File: src/rtl/dpsc_pkg.sv
// Shared types and constants for the dual-channel PI speed controller.
// No dependencies; used by every module of the block.
package dpsc_pkg;

  localparam int SPEED_W  = 16;
  localparam int ERR_W    = SPEED_W + 1;
  localparam int GAIN_W   = 16;
  localparam int LIMIT_W  = 23;
  localparam int INTEG_W  = 24;
  localparam int DRIVE_W  = 24;
  localparam int CFG_IDX_W = 2;

  localparam int QUEUE_DEPTH = 2;
  localparam int QPTR_W      = 1;
  localparam int QCNT_W      = 2;

  typedef enum logic [CFG_IDX_W-1:0] {
    REG_PROP_GAIN   = 2'd0,
    REG_INT_GAIN    = 2'd1,
    REG_INTEG_LIMIT = 2'd2
  } cfg_reg_t;

  typedef struct packed {
    logic [GAIN_W-1:0]  prop_gain;
    logic [GAIN_W-1:0]  int_gain;
    logic [LIMIT_W-1:0] integ_limit;
  } cfg_t;

  // Classified item passed from front to back
  typedef struct packed {
    logic                    ch;
    logic                    active;
    logic signed [ERR_W-1:0] err;
  } item_t;

endpackage

File: src/rtl/dpsc_front.sv
// Front end: accepts input transactions, forms the speed error and
// classifies each item. Depends on dpsc_pkg.
module dpsc_front #(
  parameter int NUM_CHANNELS = 2
) (
  input  logic                                   clk,
  input  logic                                   rst_n,
  input  logic                                   in_tvalid,
  output logic                                   in_tready,
  input  logic [2*dpsc_pkg::SPEED_W-1:0]         in_tdata,
  input  logic                                   in_tuser,
  output logic                                   push,
  output dpsc_pkg::item_t                        push_item,
  input  logic                                   q_ready
);

  logic            f_vld_r, f_vld_nxt;
  dpsc_pkg::item_t f_item_r, f_item_nxt;
  logic signed [dpsc_pkg::SPEED_W-1:0] meas, targ;
  logic            accept;

  assign meas = signed'(in_tdata[dpsc_pkg::SPEED_W-1:0]);
  assign targ = signed'(in_tdata[2*dpsc_pkg::SPEED_W-1:dpsc_pkg::SPEED_W]);

  assign push      = f_vld_r && q_ready;
  assign push_item = f_item_r;
  assign in_tready = !f_vld_r || push;
  assign accept    = in_tvalid && in_tready;

  always_comb begin
    f_vld_nxt  = f_vld_r;
    f_item_nxt = f_item_r;
    if (push) begin
      f_vld_nxt = 1'b0;
    end
    if (accept) begin
      f_vld_nxt         = 1'b1;
      f_item_nxt.ch     = in_tuser;
      f_item_nxt.active = (targ != '0) && (32'(in_tuser) < NUM_CHANNELS);
      f_item_nxt.err    = dpsc_pkg::ERR_W'(targ) - dpsc_pkg::ERR_W'(meas);
    end
  end

  always_ff @(posedge clk) begin
    if (!rst_n) begin
      f_vld_r <= 1'b0;
    end else begin
      f_vld_r <= f_vld_nxt;
    end
  end

  always_ff @(posedge clk) begin
    f_item_r <= f_item_nxt;
  end

endmodule

File: src/rtl/dpsc_queue.sv
// Short queue between front and back so each side stalls on its own.
// Depends on dpsc_pkg.
module dpsc_queue (
  input  logic            clk,
  input  logic            rst_n,
  input  logic            push,
  input  dpsc_pkg::item_t push_item,
  output logic            ready,
  output logic            q_vld,
  output dpsc_pkg::item_t q_item,
  input  logic            pop
);

  dpsc_pkg::item_t                   mem_r [dpsc_pkg::QUEUE_DEPTH];
  logic [dpsc_pkg::QPTR_W-1:0]       wr_ptr_r, wr_ptr_nxt;
  logic [dpsc_pkg::QPTR_W-1:0]       rd_ptr_r, rd_ptr_nxt;
  logic [dpsc_pkg::QCNT_W-1:0]       cnt_r, cnt_nxt;
  logic                              full;

  assign full   = (cnt_r == dpsc_pkg::QCNT_W'(dpsc_pkg::QUEUE_DEPTH));
  assign ready  = !full || pop;
  assign q_vld  = (cnt_r != '0);
  assign q_item = mem_r[rd_ptr_r];

  always_comb begin
    wr_ptr_nxt = wr_ptr_r;
    rd_ptr_nxt = rd_ptr_r;
    cnt_nxt    = cnt_r;
    if (push) begin
      wr_ptr_nxt = (wr_ptr_r == dpsc_pkg::QPTR_W'(dpsc_pkg::QUEUE_DEPTH - 1)) ?
                   '0 : wr_ptr_r + 1'b1;
    end
    if (pop) begin
      rd_ptr_nxt = (rd_ptr_r == dpsc_pkg::QPTR_W'(dpsc_pkg::QUEUE_DEPTH - 1)) ?
                   '0 : rd_ptr_r + 1'b1;
    end
    if (push && !pop) begin
      cnt_nxt = cnt_r + 1'b1;
    end else if (pop && !push) begin
      cnt_nxt = cnt_r - 1'b1;
    end
  end

  always_ff @(posedge clk) begin
    if (!rst_n) begin
      wr_ptr_r <= '0;
      rd_ptr_r <= '0;
      cnt_r    <= '0;
    end else begin
      wr_ptr_r <= wr_ptr_nxt;
      rd_ptr_r <= rd_ptr_nxt;
      cnt_r    <= cnt_nxt;
    end
  end

  always_ff @(posedge clk) begin
    if (push) begin
      mem_r[wr_ptr_r] <= push_item;
    end
  end

`ifndef SYNTHESIS
  a_no_overflow: assert property (@(posedge clk) disable iff (!rst_n)
    push |-> (!full || pop))
    else $error("queue written while full");

  a_no_underflow: assert property (@(posedge clk) disable iff (!rst_n)
    pop |-> q_vld)
    else $error("queue read while empty");
`endif

endmodule

File: src/rtl/dpsc_back.sv
// Back end: integrator update with clamp, gain multiplies, then sum,
// floor scaling and saturation into the output register. Depends on dpsc_pkg.
module dpsc_back #(
  parameter int NUM_CHANNELS = 2
) (
  input  logic                          clk,
  input  logic                          rst_n,
  input  dpsc_pkg::cfg_t                cfg,
  input  logic                          q_vld,
  input  dpsc_pkg::item_t               q_item,
  output logic                          pop,
  output logic                          out_tvalid,
  input  logic                          out_tready,
  output logic [dpsc_pkg::DRIVE_W-1:0]  out_tdata,
  output logic                          out_tuser
);

  localparam int CH_W   = (NUM_CHANNELS > 1) ? $clog2(NUM_CHANNELS) : 1;
  localparam int PT_W   = dpsc_pkg::ERR_W + dpsc_pkg::GAIN_W + 1;
  localparam int IT_W   = dpsc_pkg::INTEG_W + dpsc_pkg::GAIN_W + 1;
  localparam int SUM_W  = IT_W + 1;
  localparam int Q_W    = SUM_W - 8;
  localparam int CLMP_W = dpsc_pkg::INTEG_W + 1;

  localparam logic signed [Q_W-1:0] DRIVE_MAX = Q_W'(signed'(24'sh7FFFFF));
  localparam logic signed [Q_W-1:0] DRIVE_MIN = Q_W'(signed'(24'sh800000));

  logic signed [dpsc_pkg::INTEG_W-1:0] integ_r [NUM_CHANNELS];

  logic                        s1_vld_r, s1_vld_nxt;
  logic                        s1_ch_r;
  logic                        s1_active_r;
  logic signed [PT_W-1:0]      s1_pterm_r;
  logic signed [IT_W-1:0]      s1_iterm_r;

  logic                        out_vld_r, out_vld_nxt;
  logic                        out_ch_r;
  logic [dpsc_pkg::DRIVE_W-1:0] out_drive_r;

  logic                        out_adv, s1_adv;
  logic [CH_W-1:0]             idx;
  logic signed [dpsc_pkg::INTEG_W-1:0] old_integ;
  logic signed [CLMP_W-1:0]    sum_integ, lim, nlim, clamp_integ;
  logic                        wr_en;
  logic signed [SUM_W-1:0]     acc;
  logic signed [Q_W-1:0]       scaled;
  logic [dpsc_pkg::DRIVE_W-1:0] sat_drive;

  assign out_adv = !out_vld_r || out_tready;
  assign s1_adv  = !s1_vld_r || out_adv;
  assign pop     = q_vld && s1_adv;
  assign wr_en   = pop && q_item.active;

  assign idx       = CH_W'(q_item.ch);
  assign old_integ = q_item.active ? integ_r[idx] : '0;

  // integrator update and clamp
  assign sum_integ = CLMP_W'(old_integ) + CLMP_W'(q_item.err);
  assign lim       = signed'(CLMP_W'(cfg.integ_limit));
  assign nlim      = -lim;

  always_comb begin
    if (sum_integ > lim) begin
      clamp_integ = lim;
    end else if (sum_integ < nlim) begin
      clamp_integ = nlim;
    end else begin
      clamp_integ = sum_integ;
    end
  end

  for (genvar i = 0; i < NUM_CHANNELS; i++) begin : g_integ
    always_ff @(posedge clk) begin
      if (!rst_n) begin
        integ_r[i] <= '0;
      end else if (wr_en && (idx == CH_W'(i))) begin
        integ_r[i] <= clamp_integ[dpsc_pkg::INTEG_W-1:0];
      end
    end
  end

  assign s1_vld_nxt = s1_adv ? pop : s1_vld_r;

  always_ff @(posedge clk) begin
    if (pop) begin
      s1_ch_r     <= q_item.ch;
      s1_active_r <= q_item.active;
      s1_pterm_r  <= PT_W'(q_item.err) * signed'({1'b0, cfg.prop_gain});
      s1_iterm_r  <= IT_W'(old_integ) * signed'({1'b0, cfg.int_gain});
    end
  end

  // floor divide by 256, saturate to drive width
  assign acc    = SUM_W'(s1_pterm_r) + SUM_W'(s1_iterm_r);
  assign scaled = acc[SUM_W-1:8];

  always_comb begin
    if (!s1_active_r) begin
      sat_drive = '0;
    end else if (scaled > DRIVE_MAX) begin
      sat_drive = DRIVE_MAX[dpsc_pkg::DRIVE_W-1:0];
    end else if (scaled < DRIVE_MIN) begin
      sat_drive = DRIVE_MIN[dpsc_pkg::DRIVE_W-1:0];
    end else begin
      sat_drive = scaled[dpsc_pkg::DRIVE_W-1:0];
    end
  end

  assign out_vld_nxt = out_adv ? s1_vld_r : out_vld_r;

  always_ff @(posedge clk) begin
    if (out_adv && s1_vld_r) begin
      out_ch_r    <= s1_ch_r;
      out_drive_r <= sat_drive;
    end
  end

  always_ff @(posedge clk) begin
    if (!rst_n) begin
      s1_vld_r  <= 1'b0;
      out_vld_r <= 1'b0;
    end else begin
      s1_vld_r  <= s1_vld_nxt;
      out_vld_r <= out_vld_nxt;
    end
  end

  assign out_tvalid = out_vld_r;
  assign out_tdata  = out_drive_r;
  assign out_tuser  = out_ch_r;

`ifndef SYNTHESIS
  a_integ_in_limit: assert property (@(posedge clk) disable iff (!rst_n)
    wr_en |-> (clamp_integ <= lim && clamp_integ >= nlim))
    else $error("integrator written outside clamp");

  a_s1_hold: assert property (@(posedge clk) disable iff (!rst_n)
    (s1_vld_r && !out_adv) |=> (s1_vld_r && $stable(s1_pterm_r) && $stable(s1_iterm_r)))
    else $error("product stage lost data under stall");

  a_no_pop_stalled: assert property (@(posedge clk) disable iff (!rst_n)
    (s1_vld_r && !out_adv) |-> !pop)
    else $error("queue popped into occupied product stage");
`endif

endmodule

File: src/rtl/dual_pi_speed_controller_core.sv
// Top level of the dual-channel PI speed controller: configuration
// registers plus front, queue and back. Depends on dpsc_pkg and submodules.
//
// Usage:
//   in_*  : one transaction per control update. in_tuser is the channel,
//           in_tdata carries measured speed and target speed (Q8.8 signed).
//   out_* : one transaction per input. out_tuser is the channel, out_tdata
//           the saturated drive value (Q16.8 signed, 24 bits).
//   cfg_* : write-only registers (0 proportional gain, 1 integral gain,
//           2 integrator limit); write only while no item is in flight.
// An accepted input passes the front register, queue, product stage and output
// register before out_tvalid rises. Throughput is one item per cycle while
// out_tready is high: the integrator read-modify-write of a channel completes
// in the cycle its item leaves the queue, so same-channel items can follow
// back to back; the two gain multiplies sit in their own register stage.
// Reset clears both integrators, sets proportional gain to 1.0 and the
// integral gain and limit to zero, and empties the pipeline.
// When out_tready is low the output register holds; the product stage, the
// two-entry queue and the front register keep absorbing input until they
// fill (five items held in all), then in_tready drops.
module dual_pi_speed_controller_core #(
  parameter int NUM_CHANNELS = 2
) (
  input  logic                               clk,
  input  logic                               rst_n,
  input  logic                               in_tvalid,
  output logic                               in_tready,
  input  logic [31:0]                        in_tdata,   // measured_speed, target_speed
  input  logic                               in_tuser,   // channel
  output logic                               out_tvalid,
  input  logic                               out_tready,
  output logic [dpsc_pkg::DRIVE_W-1:0]       out_tdata,  // drive_value
  output logic                               out_tuser,  // drive_channel
  input  logic                               cfg_we,
  input  logic [dpsc_pkg::CFG_IDX_W-1:0]     cfg_index,
  input  logic [dpsc_pkg::LIMIT_W-1:0]       cfg_wdata
);

  dpsc_pkg::cfg_t  cfg_r;
  logic            push, q_ready, q_vld, pop;
  dpsc_pkg::item_t push_item, q_item;

  always_ff @(posedge clk) begin
    if (!rst_n) begin
      cfg_r.prop_gain   <= dpsc_pkg::GAIN_W'(256);
      cfg_r.int_gain    <= '0;
      cfg_r.integ_limit <= '0;
    end else if (cfg_we) begin
      case (cfg_index)
        dpsc_pkg::REG_PROP_GAIN:   cfg_r.prop_gain   <= cfg_wdata[dpsc_pkg::GAIN_W-1:0];
        dpsc_pkg::REG_INT_GAIN:    cfg_r.int_gain    <= cfg_wdata[dpsc_pkg::GAIN_W-1:0];
        dpsc_pkg::REG_INTEG_LIMIT: cfg_r.integ_limit <= cfg_wdata;
        default: ;
      endcase
    end
  end

  dpsc_front #(
    .NUM_CHANNELS(NUM_CHANNELS)
  ) u_front (
    .clk       (clk),
    .rst_n     (rst_n),
    .in_tvalid (in_tvalid),
    .in_tready (in_tready),
    .in_tdata  (in_tdata),
    .in_tuser  (in_tuser),
    .push      (push),
    .push_item (push_item),
    .q_ready   (q_ready)
  );

  dpsc_queue u_queue (
    .clk       (clk),
    .rst_n     (rst_n),
    .push      (push),
    .push_item (push_item),
    .ready     (q_ready),
    .q_vld     (q_vld),
    .q_item    (q_item),
    .pop       (pop)
  );

  dpsc_back #(
    .NUM_CHANNELS(NUM_CHANNELS)
  ) u_back (
    .clk        (clk),
    .rst_n      (rst_n),
    .cfg        (cfg_r),
    .q_vld      (q_vld),
    .q_item     (q_item),
    .pop        (pop),
    .out_tvalid (out_tvalid),
    .out_tready (out_tready),
    .out_tdata  (out_tdata),
    .out_tuser  (out_tuser)
  );

endmodule

File: config.mk
export PLATFORM = sky130hd
export DESIGN_NAME = dual_pi_speed_controller_core
export DESIGN_NICKNAME = d
export VERILOG_FILES = /design/src/rtl/dpsc_pkg.sv /design/src/rtl/dpsc_front.sv /design/src/rtl/dpsc_queue.sv /design/src/rtl/dpsc_back.sv /design/src/rtl/dual_pi_speed_controller_core.sv
export SDC_FILE = /design/constraint.sdc
export NUM_CORES = 2
export LEC_CHECK = 0
export ABC_AREA = 1
export BUFFER_PORTS_ARGS = -buffer_cell sky130_fd_sc_hd__clkbuf_2
export CORE_AREA = 2 2 197 393
export DETAILED_ROUTE_END_ITERATION = 8
export DIE_AREA = 0 0 199 395
export HOLD_SLACK_MARGIN = 0.05
export PLACE_DENSITY_LB_ADDON = 0.15
export REMOVE_ABC_BUFFERS = 1
export SLEW_MARGIN = 20
export SYNTH_ARGS = -nofsm -noshare
export SYNTH_HDL_FRONTEND = slang
export SYNTH_SLANG_ARGS = --single-unit
export TNS_END_PERCENT = 20
File: constraint.sdc
create_clock -name clk -period 16.6 [get_ports clk]
set_input_delay 4.98 -clock clk [delete_from_list [all_inputs] [get_ports clk]]
set_output_delay 4.98 -clock clk [all_outputs]
set_load 0.02 [all_outputs]
==> impl_metrics.sql <==
INSERT INTO impl_metrics (metric_group, metric, value, unit) VALUES
('logic_synthesis', 'number_of_enable_type_register_cells_in_the_synthesized_netlist', '207', ''),
('timing', 'timing.final.crit_share', '0.665', ''),
('setup_path', 'cp-end-kind', 'output pin', ''),
('floorplanning', 'core_area', '75700', 'um^2'),
('floorplanning', 'placement_rows', '143', ''),
('clocking', 'cts.reportedPaths.clkPinSlew', '70', 'ps'),
('floorplanning', 'dieArea', '78600', 'um^2'),
('grt', 'grt_use_total', '0.322', ''),
('floorplanning', 'initial_standard_cell_utilization_of_the_core', '0.545', ''),
('logic_synthesis', 'synth-async-reset-ratio', '0', ''),
('placed_design', 'gp_routability_congestion', '0.989', ''),
('grt', 'antenna_found_initial', '1', ''),
('placed_design', 'detailed_placer_s_ending_hpwl', '101000', 'um'),
('clocking', 'cts_resized', '0', ''),
('grt', 'grt_pass1_vias', '35400', ''),
('power', 'pwr_density_cell', '208', 'nW/um^2'),
('final_layout', 'sequential_cell_area', '7480', 'um^2'),
('setup_path', 'slowest_delay', '370', 'ps'),
('clocking', 'cts-buffers-inserted', '27', ''),
('route', 'drtIter0Drc', '1725', ''),
('setup_path', 'worst_r2r_path_depth', '31', ''),
('setup_path', 'critPathLaunchType', 'primary input', ''),
('setup_path', 'critical_path_peak_fanout', '3', ''),
('clocking', 'tritoncts', 'done', ''),
('clocking', 'clock_path_buffers', '3', ''),
('power', 'p_clk_frac', '0.069', ''),
('placed_design', 'place.port_buffers', '89', ''),
('power', 'p_int', '3830', 'uW'),
('setup_path', 'cp_slowest_cell', 'nor3_1', ''),
('logic_synthesis', 'synthesis.instances', '4990', ''),
('power', 'power.switching_fraction', '0.576', ''),
('timing', 'timing.hold.ws', '439', 'ps'),
('floorplanning', 'die_width', '199', 'um'),
('final_layout', 'syn2layout_area_growth', '5.56', '%'),
('power', 'combPwrFrac', '0.790', ''),
('timing', 'grt_setup_unrepaired', 'no', ''),
('final_layout', 'final_core_util', '0.575', ''),
('logic_synthesis', 'most_frequently_used_flop_master_after_synthesis', 'edfxtp_1', ''),
('clocking', 'holdBufCountCts', '0', ''),
('clocking', 'cts-root-buf', 'clkbuf_16', ''),
('final_layout', 'multi_input_gate_area_in_the_final_layout', '28800', 'um^2'),
('timing', 'worst_pin_slew', '1070', 'ps'),
('logic_synthesis', 'ffs_latches_synth', '270', ''),
('timing', 'final_number_of_hold_violating_endpoints', '0', ''),
('route', 'route.final.wire_length', '121000', 'um'),
('logic_synthesis', 'synth-warning-count', '0', ''),
('final_layout', 'most_used_cells_in_the_layout_excluding_fill_and_tap_cells', 'inv_1 (1148), nand2_1 (992), fa_1 (658)', ''),
('worst_hold_path', 'worstHoldPathType', 'register to register', ''),
('clocking', 'clock_sinks', '270', ''),
('grt', 'grt_first_pass_wirelength', '189000', 'um'),
('final_layout', 'finish.net_count', '6044', ''),
('outcome', 'status', 'finished, final reports clean', ''),
('route', 'vias', '32600', ''),
('route', 'ant_nets', '0', ''),
('timing', 'fin_skew', '27.0', 'ps'),
('route', 'first_pass_iters', '5', ''),
('power', 'max-vdd-ir-drop', '0.247', 'mV'),
('timing', 'maxClockFrequency', '90.6', 'MHz'),
('logic_synthesis', 'ys_seq_area_frac', '0.181', ''),
('timing', 'finalSetupTns', '0', 'ps'),
('logic_synthesis', 'synth_area_per_cell', '8.26', 'um^2'),
('logic_synthesis', 'yosys.cell_types.count', '57', ''),
('timing', 'slew_headroom', '0.284', ''),
('clocking', 'worst_skew_pair.late_latency', '600', 'ps'),
('setup_path', 'timing.setup.critical_path_class', 'primary input to output pin', ''),
('run', 'maxCapViolations', '0', ''),
('power', 'leakage_power', '0.0217', 'uW'),
('final_layout', 'final_layout_size_suffix_gt1_frac', '0.0704', ''),
('setup_path', 'crit_required', '11620', 'ps'),
('worst_hold_path', 'worstHoldPathCells', '0', ''),
('clocking', 'cts_max_level', '1', '');
-- sequential cells by signal, indices dropped and copies added, names as in the netlist, named ones only --
signal and flops:
cfg_r 55, u_back.integ_r 48, u_back.out_tdata 24, u_back.out_tuser 1, u_back.out_tvalid 1, u_back.s1_active_r 1, u_back.s1_ch_r 1, u_back.s1_iterm_r 41
u_back.s1_pterm_r 34, u_back.s1_vld_r 1, u_front.f_vld_r 1, u_front.push_item 19, u_queue.cnt_r 2, u_queue.mem_r 38, u_queue.rd_ptr_r 1, u_queue.wr_ptr_r 1
-- kinds of logic after synthesis --
group           share of synthesized area
flops                               0.181
fa+ha+maj                           0.416
compound gates                     0.0684
simple gates                        0.181
buf+inv                             0.121
xor+xnor                           0.0332
-- cell type report --
class                   instances  share of cell area
clock inverters                17             0.00371
multi-input cells            3414               0.662
well taps                    1015              0.0292
flip-flops and latches        270               0.172
inverters                    1174               0.101
clock buffers                  33              0.0170
repair buffers                119              0.0154
-- metal layers --
metal | global-route usage | vias up | routed length (um)
met5 | 0 | - | 0
met4 | 0.255 | 0 | 12200
met3 | 0.0350 | 502 | 5490
met2 | 0.604 | 1136 | 64100
met1 | 0.314 | 15800 | 39000
li1 | - | 15100 | -
-- metrics by stage --
| stage | total power, uW | setup WS [ps] | instances | cell area, um^2 |
|---|---|---|---|---|
| 2_1_floorplan | 6100 | 5960 | 4858 | 40700 |
| 3_3_place_gp | 8250 | 5590 | 5992 | 42600 |
| 3_5_place_dp | 8350 | 5550 | 5992 | 42600 |
| 4_1_cts | 9010 | 5540 | 6042 | 43500 |
| 5_1_grt | 9890 | 5480 | 6042 | 43500 |
| 6_report | 9030 | 5560 | 6042 | 43500 |
-- worst paths after layout --
check	slack (ps)	startpoint	end
setup / recovery	5560	out_tready	in_tready
hold / removal	440	u_front.push_item[13]	u_queue.mem_r[0][13]
setup reg to reg	7580	register	u_back.s1_iterm_r[38]
hold reg to reg	440	u_front.push_item[13]	u_queue.mem_r[0][13]
-- synthesized netlist by cell type, types with 22 or more instances --
cell type,n,area share
a21oi_1,263,0.032
a21oi_2,22,0.0047
clkbuf_1,98,0.0089
dfxtp_1,63,0.031
edfxtp_1,207,0.15
fa_1,658,0.32
ha_1,317,0.096
inv_1,1148,0.10
nand2_1,994,0.090
nand2_2,27,0.0041
nand3_1,104,0.013
nand4_1,26,0.0039
nor2_1,456,0.042
o21ai_0,145,0.018
or2_2,80,0.012
xnor2_1,52,0.011
xor2_1,101,0.021
-- power by group through the flow --
stage	Combinational, uW	Sequential, uW	Clock, uW
3_3_place_gp	6970	1280	0
2_1_floorplan	4860	1240	0
5_1_grt	7950	1280	661
4_1_cts	7110	1270	639
6_report	7140	1270	626
3_5_place_dp	7070	1280	0
-- worst max-delay path, delay by kind of cell --
family	cells	cell delay, ps
AND/OR/NAND/NOR	4	810
buffers and inverters	2	260
(Power assumes the default switching activity.)
